[config.mk]
export PLATFORM = sky130hd
export DESIGN_NAME = tmv_seq
export DESIGN_NICKNAME = d
export VERILOG_FILES = /design/src/rtl/tmv_pkg.sv /design/src/rtl/tmv_seq.sv
export SDC_FILE = /design/constraint.sdc
export NUM_CORES = 1
export LEC_CHECK = 0
export BUFFER_PORTS_ARGS = -buffer_cell sky130_fd_sc_hd__buf_4
export CORE_MARGIN = 5
export CORE_UTILIZATION = 40
export DETAILED_ROUTE_END_ITERATION = 7
export PLACE_DENSITY = 0.66
export SYNTH_ARGS = -nofsm -noshare
export SYNTH_HDL_FRONTEND = slang
export SYNTH_SLANG_ARGS = --single-unit
[constraint.sdc]
create_clock -name clk_i -period 4.1 [get_ports clk_i]
set_input_delay 0.82 -clock clk_i [delete_from_list [all_inputs] [get_ports clk_i]]
set_output_delay 0.82 -clock clk_i [all_outputs]
set_load 0.02 [all_outputs]
[src/rtl/tmv_pkg.sv]
`timescale 1ns / 1ps

package tmv_pkg;

  localparam int DefaultMaxOrder = 64;
  localparam int DefaultValueWidth = 32;
  localparam int IdxBits = 6;
  localparam int SizeBits = 7;
  localparam int FracBits = 16;
  localparam int OutWidth = 32;
  localparam int CfgDataBits = 7;
  localparam int CfgIndexBits = 2;

  typedef enum logic [1:0] {
    OP_LOAD_MATRIX = 2'd0,
    OP_LOAD_VECTOR = 2'd1,
    OP_COMPUTE     = 2'd2
  } opcode_e;

  typedef enum logic [CfgIndexBits-1:0] {
    CFG_USE_UPPER     = 2'd0,
    CFG_TRANSPOSE     = 2'd1,
    CFG_UNIT_DIAGONAL = 2'd2,
    CFG_SIZE_IN_USE   = 2'd3
  } cfg_index_e;

  // One multiply-accumulate step issued by the sequencer.
  typedef struct packed {
    logic               valid;
    logic [IdxBits-1:0] row;
    logic [IdxBits-1:0] col;
    logic               first;
    logic               last;
    logic               unit_diag;
    logic               last_row;
  } step_t;

endpackage

[src/rtl/tmv_seq.sv]
`timescale 1ns / 1ps

module tmv_seq (
  input  logic                         clk_i,
  input  logic                         rst_ni,
  input  logic                         go_i,
  input  logic [tmv_pkg::SizeBits-1:0] n_i,
  input  logic                         upper_i,
  input  logic                         unit_i,
  input  logic                         done_i,
  output tmv_pkg::step_t               step_o,
  output logic                         busy_o
);

  typedef enum logic [1:0] {
    S_IDLE,
    S_RUN,
    S_DRAIN
  } state_e;

  state_e                      state_q;
  logic [tmv_pkg::IdxBits-1:0] i_q;
  logic [tmv_pkg::IdxBits-1:0] j_q;
  logic [tmv_pkg::SizeBits-1:0] n_m1;
  logic                        row_last;
  logic                        step_last;
  logic                        step_first;

  always_comb begin
    n_m1 = n_i - tmv_pkg::SizeBits'(1);
    row_last = ({1'b0, i_q} == n_m1);
    if (upper_i) begin
      step_last = ({1'b0, j_q} == n_m1);
      step_first = (j_q == i_q);
    end else begin
      step_last = (j_q == i_q);
      step_first = (j_q == '0);
    end
    step_o.valid = (state_q == S_RUN);
    step_o.row = i_q;
    step_o.col = j_q;
    step_o.first = step_first;
    step_o.last = step_last;
    step_o.unit_diag = unit_i && (i_q == j_q);
    step_o.last_row = row_last;
  end

  assign busy_o = (state_q != S_IDLE);

  always_ff @(posedge clk_i or negedge rst_ni) begin
    if (!rst_ni) begin
      state_q <= S_IDLE;
      i_q <= '0;
      j_q <= '0;
    end else begin
      unique case (state_q)
        S_IDLE: begin
          if (go_i) begin
            state_q <= S_RUN;
            i_q <= '0;
            j_q <= '0;
          end
        end
        S_RUN: begin
          if (step_last) begin
            if (row_last) begin
              state_q <= S_DRAIN;
            end else begin
              i_q <= i_q + tmv_pkg::IdxBits'(1);
              j_q <= upper_i ? i_q + tmv_pkg::IdxBits'(1) : '0;
            end
          end else begin
            j_q <= j_q + tmv_pkg::IdxBits'(1);
          end
        end
        S_DRAIN: begin
          if (done_i) begin
            state_q <= S_IDLE;
          end
        end
        default: begin
          state_q <= S_IDLE;
        end
      endcase
    end
  end

endmodule

==> flow_metrics.py <==
metrics = {
    "run_status": {
        "status": "completed",
    },
    "layout": {
        "syn_to_final_growth_pct": 17.0,
        "fin_util": 0.491,
        "post-route-cell-area_sq_um": 1840,
        "drive_gt1_frac": 0.243,
        "instances_no_fill": 258,
        "final_nets": 228,
        "antenna_cells": 0,
        "fill_cells": 386,
    },
    "die": {
        "die_h_um": 72.7,
        "core_sq_um": 3740,
        "dieArea_sq_um": 5280,
        "dieWidth_um": 72.7,
        "io_pins": 31,
        "start_util": 0.420,
        "fp-row-count": 22,
    },
    "logic_synthesis": {
        "ys_types": 55,
        "yosysTopAreaCellShare": 0.223,
        "async_flop_share": 1.00,
        "yosys_warnings": 0,
        "seq_area_frac_synth": 0.223,
        "synthFlopType": "dfrtp_1",
        "ys_seq_elements": 14,
        "synth_edf_count": 0,
        "netlist_area_sq_um": 1570,
        "synth_area_leaders": "dfrtp_1 22%, xnor2_1 6.7%, xor2_1 5.6%",
        "synthCells": 189,
        "postSynthAreaPerCell_sq_um": 8.31,
        "yosysTopAreaCell": "dfrtp_1",
        "syn_nets": 206,
    },
    "sta": {
        "timing.hold.ws_ps": 408,
        "max_slew_margin": 0.634,
        "clock.fmax_mhz": 288,
        "rsz0062_at_grt": "false",
        "period_share": 0.848,
        "tightest_slew_ps": 548,
        "setup_violations": 0,
        "slew_viol_final": 0,
        "finClkSkew_ps": 5.98,
        "setup-tns-final_ps": 0,
        "period_needed_ps": 3480,
        "finalHoldViolCount": 0,
        "setup_ws_ps": 623,
    },
    "place": {
        "place_inst": 254,
        "dp_slack_ps": 591,
        "port_buffers": 30,
        "hpwl_mm": 3.11,
        "post_dp_cell_area_sq_um": 1780,
        "gp_congestion": 0.851,
    },
    "worst_setup_path": {
        "reg2reg_depth": 8,
        "path_class": "in -> out",
        "start_kind": "input port",
        "required_ps": 3280,
        "end_kind": "primary output",
        "cp_max_fo": 5,
        "crit_arrival_ps": 2660,
    },
    "detailed_routing": {
        "wl_per_cell_um": 15.3,
        "route.vias.total": 1417,
        "dr.pass1.iters": 4,
        "totalWireLength_mm": 3.95,
        "route.detailed.drc": 0,
        "avgViaCountPerCell": 5.49,
        "drtIter0Drc": 96,
        "drtAntennaViolNets": 0,
    },
    "power": {
        "p_total_mw": 1.03,
        "p_per_area_nw_per_um2": 560,
        "p_leak_nw": 0.806,
        "ir_drop_uv": 330,
    },
    "run": {
        "cap_viol_max_count": 0,
    },
    "clock_network": {
        "clk_pin_slew_worst_paths_ps": 60,
        "cts_tree": "built",
        "cts.sinks": 14,
        "root_buffer": "clkbuf_8",
        "post_cts_resized": 0,
        "hold_buffers": 0,
        "htree_num_levels": 1,
        "numCtsBuffers": 3,
        "clk-insertion-delay-late_ps": 250,
        "cts_buffer_depth": 2,
        "postCtsSetupBuffers": 0,
    },
    "global_routing": {
        "track_usage": 0.159,
        "antenna_found_initial": 0,
        "grt_max_degree": 15,
        "grt_pass1_vias": 1340,
        "grt_pass1_wl_mm": 6.59,
        "overflow": 0,
    },
    "hold_path": {
        "hold_path_class": "in -> async",
    },
}
power by group:
part	internal (mW)	switching [mW]	total, mW
Clock	0.0851	0.0509	0.136
Combinational	0.287	0.289	0.576
Sequential	0.186	0.131	0.317
Total	0.558	0.471	1.03
routing by layer:
layer / part of all wire / wire length [um] / vias to the layer above / GRT usage
li1: - / - / 707 / -
met1: 0.49 / 1920 / 667 / 0.230
met2: 0.44 / 1760 / 37 / 0.231
met3: 0.055 / 218 / 6 / 0.0372
met4: 0.013 / 50 / 0 / 0.0471
met5: 0 / 0 / - / 0
flip-flops by register name, indices dropped and copies added, names as in the netlist:
register,flops
j_q,6
i_q,6
state_q,2
kinds of logic after synthesis:
kind of cell / synth area share
AND/OR/NAND/NOR: 0.289
AO/OA/AOI/OAI: 0.190
buffers and inverters: 0.0804
XOR/XNOR: 0.166
flip-flops: 0.223
adder cells (fa/ha/maj): 0.0318
multiplexers: 0.0199
path summary, 6_finish.rpt:
path	end	slack (ps)	from
setup / recovery	step_o[2]	620	n_i[0]
hold / removal	state_q[1]	410	rst_ni
setup reg to reg	i_q[3]	1620	j_q[2]
hold reg to reg	i_q[5]	670	i_q[5]
max in group asynchronous	state_q[0]	3520	rst_ni
min in group clk_i	i_q[5]	670	i_q[5]
Yosys cell counts, types with 3 or more instances:
cell type,number
a21oi_1,9
buf_4,3
clkbuf_1,7
dfrtp_1,14
ha_1,4
inv_1,12
nand2_1,17
nand3_1,7
nand4_1,4
nor2_1,15
nor2b_1,3
nor3_1,8
nor4_1,3
o21ai_0,6
o22ai_1,3
or2_2,3
or3_1,3
xnor2_1,12
xnor3_1,3
xor2_1,10
placed cells by master, fill, tap and decap left out, types with 2 or more instances in the layout:
cell,count
buf_4,31
dfrtp_1,14
nand3_1,7
a22o_1,2
xnor3_1,3
o22ai_1,3
inv_1,12
nand4_1,4
o21ai_2,2
nor2_1,15
mux2i_1,2
nand2_1,17
nor2b_1,3
xor2_1,10
a21oi_1,9
o21ai_0,6
nand2b_1,2
nor4_1,3
or3_1,3
nor3_1,8
nand3b_1,2
o211a_1,2
or4b_4,2
xnor2_1,12
clkbuf_8,4
or2_2,3
ha_1,4
area by class of cell:
type / instances / area [sq um] / area share
Clock buffer: 4 / 55.1 / 0.0300
Inverter: 12 / 45.0 / 0.0245
Multi-Input combinational cell: 149 / 1090 / 0.596
Sequential cell: 14 / 350 / 0.191
Tap cell: 48 / 60.1 / 0.0327
Timing Repair Buffer: 31 / 233 / 0.127
critical path: stages:
cell and delay [ps]:
buf_4 130, inv_1 50, ha_1 210, or3b_1 450, xor2_1 240, o22ai_1 180
nor4_4 260, or2_4 170, buf_4 140
Power figures use the tool's default switching activity.
