[src/rtl/tmv_pkg.sv]
`timescale 1ns / 1ps

package tmv_pkg;

  localparam int DefaultMaxOrder = 64;
  localparam int DefaultValueWidth = 32;
  localparam int IdxBits = 6;
  localparam int SizeBits = 7;
  localparam int FracBits = 16;
  localparam int OutWidth = 32;
  localparam int CfgDataBits = 7;
  localparam int CfgIndexBits = 2;

  typedef enum logic [1:0] {
    OP_LOAD_MATRIX = 2'd0,
    OP_LOAD_VECTOR = 2'd1,
    OP_COMPUTE     = 2'd2
  } opcode_e;

  typedef enum logic [CfgIndexBits-1:0] {
    CFG_USE_UPPER     = 2'd0,
    CFG_TRANSPOSE     = 2'd1,
    CFG_UNIT_DIAGONAL = 2'd2,
    CFG_SIZE_IN_USE   = 2'd3
  } cfg_index_e;

  // One multiply-accumulate step issued by the sequencer.
  typedef struct packed {
    logic               valid;
    logic [IdxBits-1:0] row;
    logic [IdxBits-1:0] col;
    logic               first;
    logic               last;
    logic               unit_diag;
    logic               last_row;
  } step_t;

endpackage

[src/rtl/tmv_mac.sv]
`timescale 1ns / 1ps

module tmv_mac #(
  parameter int WIDTH = tmv_pkg::DefaultValueWidth
) (
  input  logic                                clk_i,
  input  logic                                rst_ni,
  input  tmv_pkg::step_t                      step_i,
  input  logic signed [WIDTH-1:0]             a_i,
  input  logic signed [WIDTH-1:0]             x_i,
  output logic                                valid_o,
  output logic [tmv_pkg::IdxBits-1:0]         index_o,
  output logic signed [tmv_pkg::OutWidth-1:0] value_o,
  output logic                                last_o
);

  localparam int PW = 2 * WIDTH;
  localparam int AW = PW + tmv_pkg::IdxBits + 1;
  localparam logic signed [AW-1:0] Half = AW'(1) << (tmv_pkg::FracBits - 1);
  localparam logic signed [AW-1:0] MaxVal = (AW'(1) << (WIDTH - 1)) - AW'(1);
  localparam logic signed [AW-1:0] MinVal = -MaxVal - AW'(1);

  tmv_pkg::step_t           s1_q;
  tmv_pkg::step_t           s2_q;
  tmv_pkg::step_t           s3_q;
  logic signed [PW-1:0]     prod_d;
  logic signed [PW-1:0]     prod_q;
  logic signed [AW-1:0]     prod_ext;
  logic signed [AW-1:0]     acc_d;
  logic signed [AW-1:0]     acc_q;
  logic signed [AW-1:0]     rounded;
  logic signed [WIDTH-1:0]  res_d;
  logic                     valid_q;
  logic [tmv_pkg::IdxBits-1:0] index_q;
  logic signed [tmv_pkg::OutWidth-1:0] value_q;
  logic                     last_q;

  always_comb begin
    if (s1_q.unit_diag) begin
      prod_d = {{(WIDTH - tmv_pkg::FracBits){x_i[WIDTH-1]}}, x_i,
                {tmv_pkg::FracBits{1'b0}}};
    end else begin
      prod_d = a_i * x_i;
    end
    prod_ext = {{(AW - PW){prod_q[PW-1]}}, prod_q};
    acc_d = s2_q.first ? prod_ext : acc_q + prod_ext;
    rounded = (acc_q + Half) >>> tmv_pkg::FracBits;
    if (rounded > MaxVal) begin
      res_d = MaxVal[WIDTH-1:0];
    end else if (rounded < MinVal) begin
      res_d = MinVal[WIDTH-1:0];
    end else begin
      res_d = rounded[WIDTH-1:0];
    end
  end

  always_ff @(posedge clk_i or negedge rst_ni) begin
    if (!rst_ni) begin
      s1_q <= '0;
      s2_q <= '0;
      s3_q <= '0;
      valid_q <= 1'b0;
    end else begin
      s1_q <= step_i;
      s2_q <= s1_q;
      s3_q <= s2_q;
      valid_q <= s3_q.valid && s3_q.last;
    end
  end

  always_ff @(posedge clk_i) begin
    prod_q <= prod_d;
    if (s2_q.valid) begin
      acc_q <= acc_d;
    end
    if (s3_q.valid && s3_q.last) begin
      index_q <= s3_q.row;
      value_q <= tmv_pkg::OutWidth'(res_d);
      last_q <= s3_q.last_row;
    end
  end

  assign valid_o = valid_q;
  assign index_o = index_q;
  assign value_o = value_q;
  assign last_o = valid_q && last_q;

endmodule

[config.mk]
export PLATFORM = sky130hd
export DESIGN_NAME = tmv_mac
export DESIGN_NICKNAME = d
export VERILOG_FILES = /design/src/rtl/tmv_pkg.sv /design/src/rtl/tmv_mac.sv
export SDC_FILE = /design/constraint.sdc
export NUM_CORES = 2
export LEC_CHECK = 0
export BUFFER_PORTS_ARGS = -buffer_cell sky130_fd_sc_hd__buf_4
export CAP_MARGIN = 0
export CORE_ASPECT_RATIO = 1.2
export CORE_MARGIN = 4
export CORE_UTILIZATION = 70
export DETAILED_ROUTE_END_ITERATION = 8
export GPL_ROUTABILITY_DRIVEN = 0
export PLACE_DENSITY = 0.95
export SETUP_SLACK_MARGIN = 0.5
export SYNTH_ARGS = -nofsm -noshare
export SYNTH_HDL_FRONTEND = slang
export SYNTH_SLANG_ARGS = --single-unit
[constraint.sdc]
create_clock -name clk_i -period 10.9 [get_ports clk_i]
set_input_delay 1.635 -clock clk_i [delete_from_list [all_inputs] [get_ports clk_i]]
set_output_delay 1.635 -clock clk_i [all_outputs]
set_load 0.01 [all_outputs]
==> key figures <==
CTS
  • H-tree level count: 1
  • Clock tree from TritonCTS: done
  • Worst-Skew Late Latency: between 0.5 and 0.6 ns
  • Max Root-Sink Buffers: 3
  • Clock Root Buffer: clkbuf_16
  • Reg clk slew, reported paths: roughly 0.06 ns
  • Number of post-CTS setup repair buffers: 0
  • TritonCTS buffer count: 22
  • Clock Sinks: between 200 and 250

GRT
  • Grt total ovfl: 0
  • First-pass GRT wire length: about 220000 um
  • GRT Util Overall: 0.386
  • Initial antenna violation count: 6
  • Vias in the first global route: 43500
  • Largest net degree at the start of global routing: 80

Final layout
  • Commonest non-fill, non-tap cell in the layout: fa_1
  • Most frequent cells in the layout: fa_1 (1083), inv_1 (1073), nand2_1 (676), and2_1 (522), ha_1 (255)
  • Fill cell count: around 4200
  • Synth-to-Final Area Change: 3.78%
  • Area of the multi-input gates: 0.0380 sq mm
  • Reg area: roughly 0.0054 sq mm
  • Layout cells sized above 1: 0.0389
  • Fin util: 0.734
  • Nets: 6541

Placed design
  • Pre-CTS WS: slightly above 0.5 ns
  • Buffers on Ports: 116
  • Hpwl dp: around 100000 um

Drt
  • Wire length on met2: about 65000 um
  • Total routed wirelength: around 140000 um
  • Wire length on met1: between 40000 and 50000 um
  • DRT iter0 DRCs: roughly 3600
  • DR vias: ~38000
  • DRC violations left: 0
  • Via/cell ratio: about 6.3
  • Met3 wire len: ~15000 um
  • Routed Antenna Nets: 0
  • Top layer in use: met5
  • TritonRoute pass-1 iters: 6
  • DR WL/cell: around 22 um

Floorplanning
  • Starting Density: 0.707
  • Row count: 105
  • Chip width: approximately 250 um
  • Die Area: approximately 0.073 sq mm
  • Core area: ~0.068 sq mm
  • Die extent in y: roughly 300 um
  • # IOs: around 120

Run status
  • Status: completed

Synth
  • Asr flop ratio synth: 0.151
  • Synth unique cells: 79
  • Synth Flop Type: edfxtp_1
  • Cell Area, Synth: ~0.048 sq mm
  • Net count after synthesis: around 6700
  • Ys Warns: 0
  • Flops & latches, synth: about 210
  • Mapped Cells: 5233
  • Seq/Total Area, Yosys: 0.111
  • Syn Area/Cell: between 9 and 10 sq um
  • Post-synth EDFFs: 110

STA
  • Final setup fails: 0
  • FMAX: approximately 100 MHz
  • Rel. slew slack: 0.310
  • Slew Limit Fails: 0
  • Worst setup margin: roughly 0.95 ns
  • Worst slew pin tran: slightly above 1 ns
  • Period minus WS final: 9.95 ns
  • Clock Skews: between 0.01 and 0.015 ns
  • RSZ-0062 raised after global routing: no
  • Final period util: 0.913
  • Worst Hold Slack: about 0.35 ns
  • Final Hold Viols: 0
  • Post-Route Setup TNS: 0 ns

Hold path
  • Hold crit path type: register to register
  • Worst Hold Path EP: s2_q[10]
  • Critical hold path startpoint: s1_q[10]
  • Hold path depth: 0

Setup path
  • Crit Path Class: input port to register
  • FF-to-FF Start: acc_q[1]
  • Required @ worst endpoint: about 11 ns
  • Data arrival, critical path: roughly 10 ns
  • CP Capture Type: register
  • Critical path launch point type: input port
  • CP max FO: 33
  • Worst r2r dst: acc_q[65]
  • Reg2Reg Setup Slack: ~6.4 ns
  • FF-to-FF path depth: 13

Run
  • Maxcap violations: 0
-- flip-flops by register name, summed over array words and instances (netlist names) --
register  flops
s1_q         11
last_q        1
value_o      32
s3_q          9
index_o       6
prod_q       64
s2_q         10
valid_o       1
acc_q        71
-- what timing repair did --
item                                    4_1_cts  5_1_grt
endpoints found under the setup margin        0        2
hold endpoints to repair                      0        0
resized for setup                             0        2
hold buffers                                  0        0
-- layer usage --
metal / vias up / global-route usage
li1: 15600 / -
met1: 18600 / 0.418
met2: 2897 / 0.638
met3: 1188 / 0.102
met4: 2 / 0.318
met5: - / 0
-- cell type report --
| type | count | share of cell area |
|---|---|---|
| Antenna cell | 7 | 0.000349 |
| Clock buffer | 31 | 0.0128 |
| Clock inverter | 9 | 0.00125 |
| Multi-Input combinational cell | 3684 | 0.756 |
| Tap cell | 909 | 0.0226 |
| Timing Repair Buffer | 133 | 0.0199 |
| Sequential cell | 205 | 0.107 |
| Inverter | 1074 | 0.0802 |
-- worst max-delay path by stage --
stage / from / end
final: x_i[9] / prod_q[48]
after global placement: a_i[31] / prod_q[58]
after floorplan: x_i[3] / prod_q[58]
after global routing: x_i[5] / prod_q[60]
after detailed placement: a_i[18] / prod_q[48]
after CTS: a_i[18] / prod_q[48]
-- logic make-up (layout without fill, tap and decap cells) --
kind of cell,after synthesis,count (layout),share of synthesized area
xor gates and xnor gates,175,175,0.0317
muxes,6,6,0.00140
and+or+nand+nor,1554,1554,0.160
buffers and inverters,1344,1247,0.105
DFF,205,205,0.111
other,0,7,0
AOI/OAI and AO/OA,611,611,0.0772
adders and majority gates,1338,1338,0.514
-- cell usage after synthesis (all sizes together), types with 5 or more instances --
| cell type | number | area share |
|---|---|---|
| xor2 | 66 | 0.012 |
| nor4 | 16 | 0.0029 |
| mux2 | 6 | 0.0014 |
| a31oi | 27 | 0.0035 |
| dfrtp | 31 | 0.016 |
| a211oi | 13 | 0.0020 |
| clkbuf | 260 | 0.020 |
| a31o | 5 | 0.00090 |
| inv | 1073 | 0.083 |
| dfxtp | 64 | 0.026 |
| fa | 1083 | 0.45 |
| buf | 10 | 0.0014 |
| nor3 | 26 | 0.0028 |
| nand2b | 24 | 0.0031 |
| and2 | 525 | 0.068 |
| nand2 | 677 | 0.053 |
| o31ai | 16 | 0.0026 |
| nor2b | 25 | 0.0032 |
| a211o | 6 | 0.0011 |
| and3 | 40 | 0.0052 |
| ha | 255 | 0.066 |
| a21o | 86 | 0.013 |
| edfxtp | 110 | 0.068 |
| o211ai | 5 | 0.00078 |
| o21a | 19 | 0.0029 |
| or3 | 8 | 0.0010 |
| o21ai | 215 | 0.022 |
| a21oi | 148 | 0.015 |
| nand3 | 42 | 0.0044 |
| o21bai | 26 | 0.0040 |
| a221oi | 5 | 0.00090 |
| nor2 | 107 | 0.0083 |
| nand4 | 46 | 0.0059 |
| xnor2 | 109 | 0.020 |
-- critical path: stages --
cell and delay, ns:
buf_4 0.48, and2_1 0.26, fa_1 0.47, fa_1 0.89, inv_1 0.13, fa_1 0.52
fa_1 0.60, inv_1 0.09, fa_1 0.50, fa_1 0.52, fa_1 0.58, inv_1 0.07
fa_1 0.53, inv_1 0.04, ha_1 0.37, inv_1 0.11, o21bai_1 0.10, a21oi_1 0.15
o21ai_0 0.09, nand3_1 0.11, nand2_1 0.12, a2111oi_2 0.46, o21ai_0 0.28, a221oi_1 0.63
o21bai_1 0.21, xnor2_1 0.24, o21ai_0 0.10
-- per-stage QoR --
step	std cells	area [sq um]
after floorplan	5233	48400
after global placement	6005	49500
after detailed placement	6005	49500
after CTS	6045	50200
after global routing	6045	50200
final	6052	50200
Power is left out: the tool's default activity adds up to more than one toggle a clock period on the data nets, which glitch-free logic cannot reach.
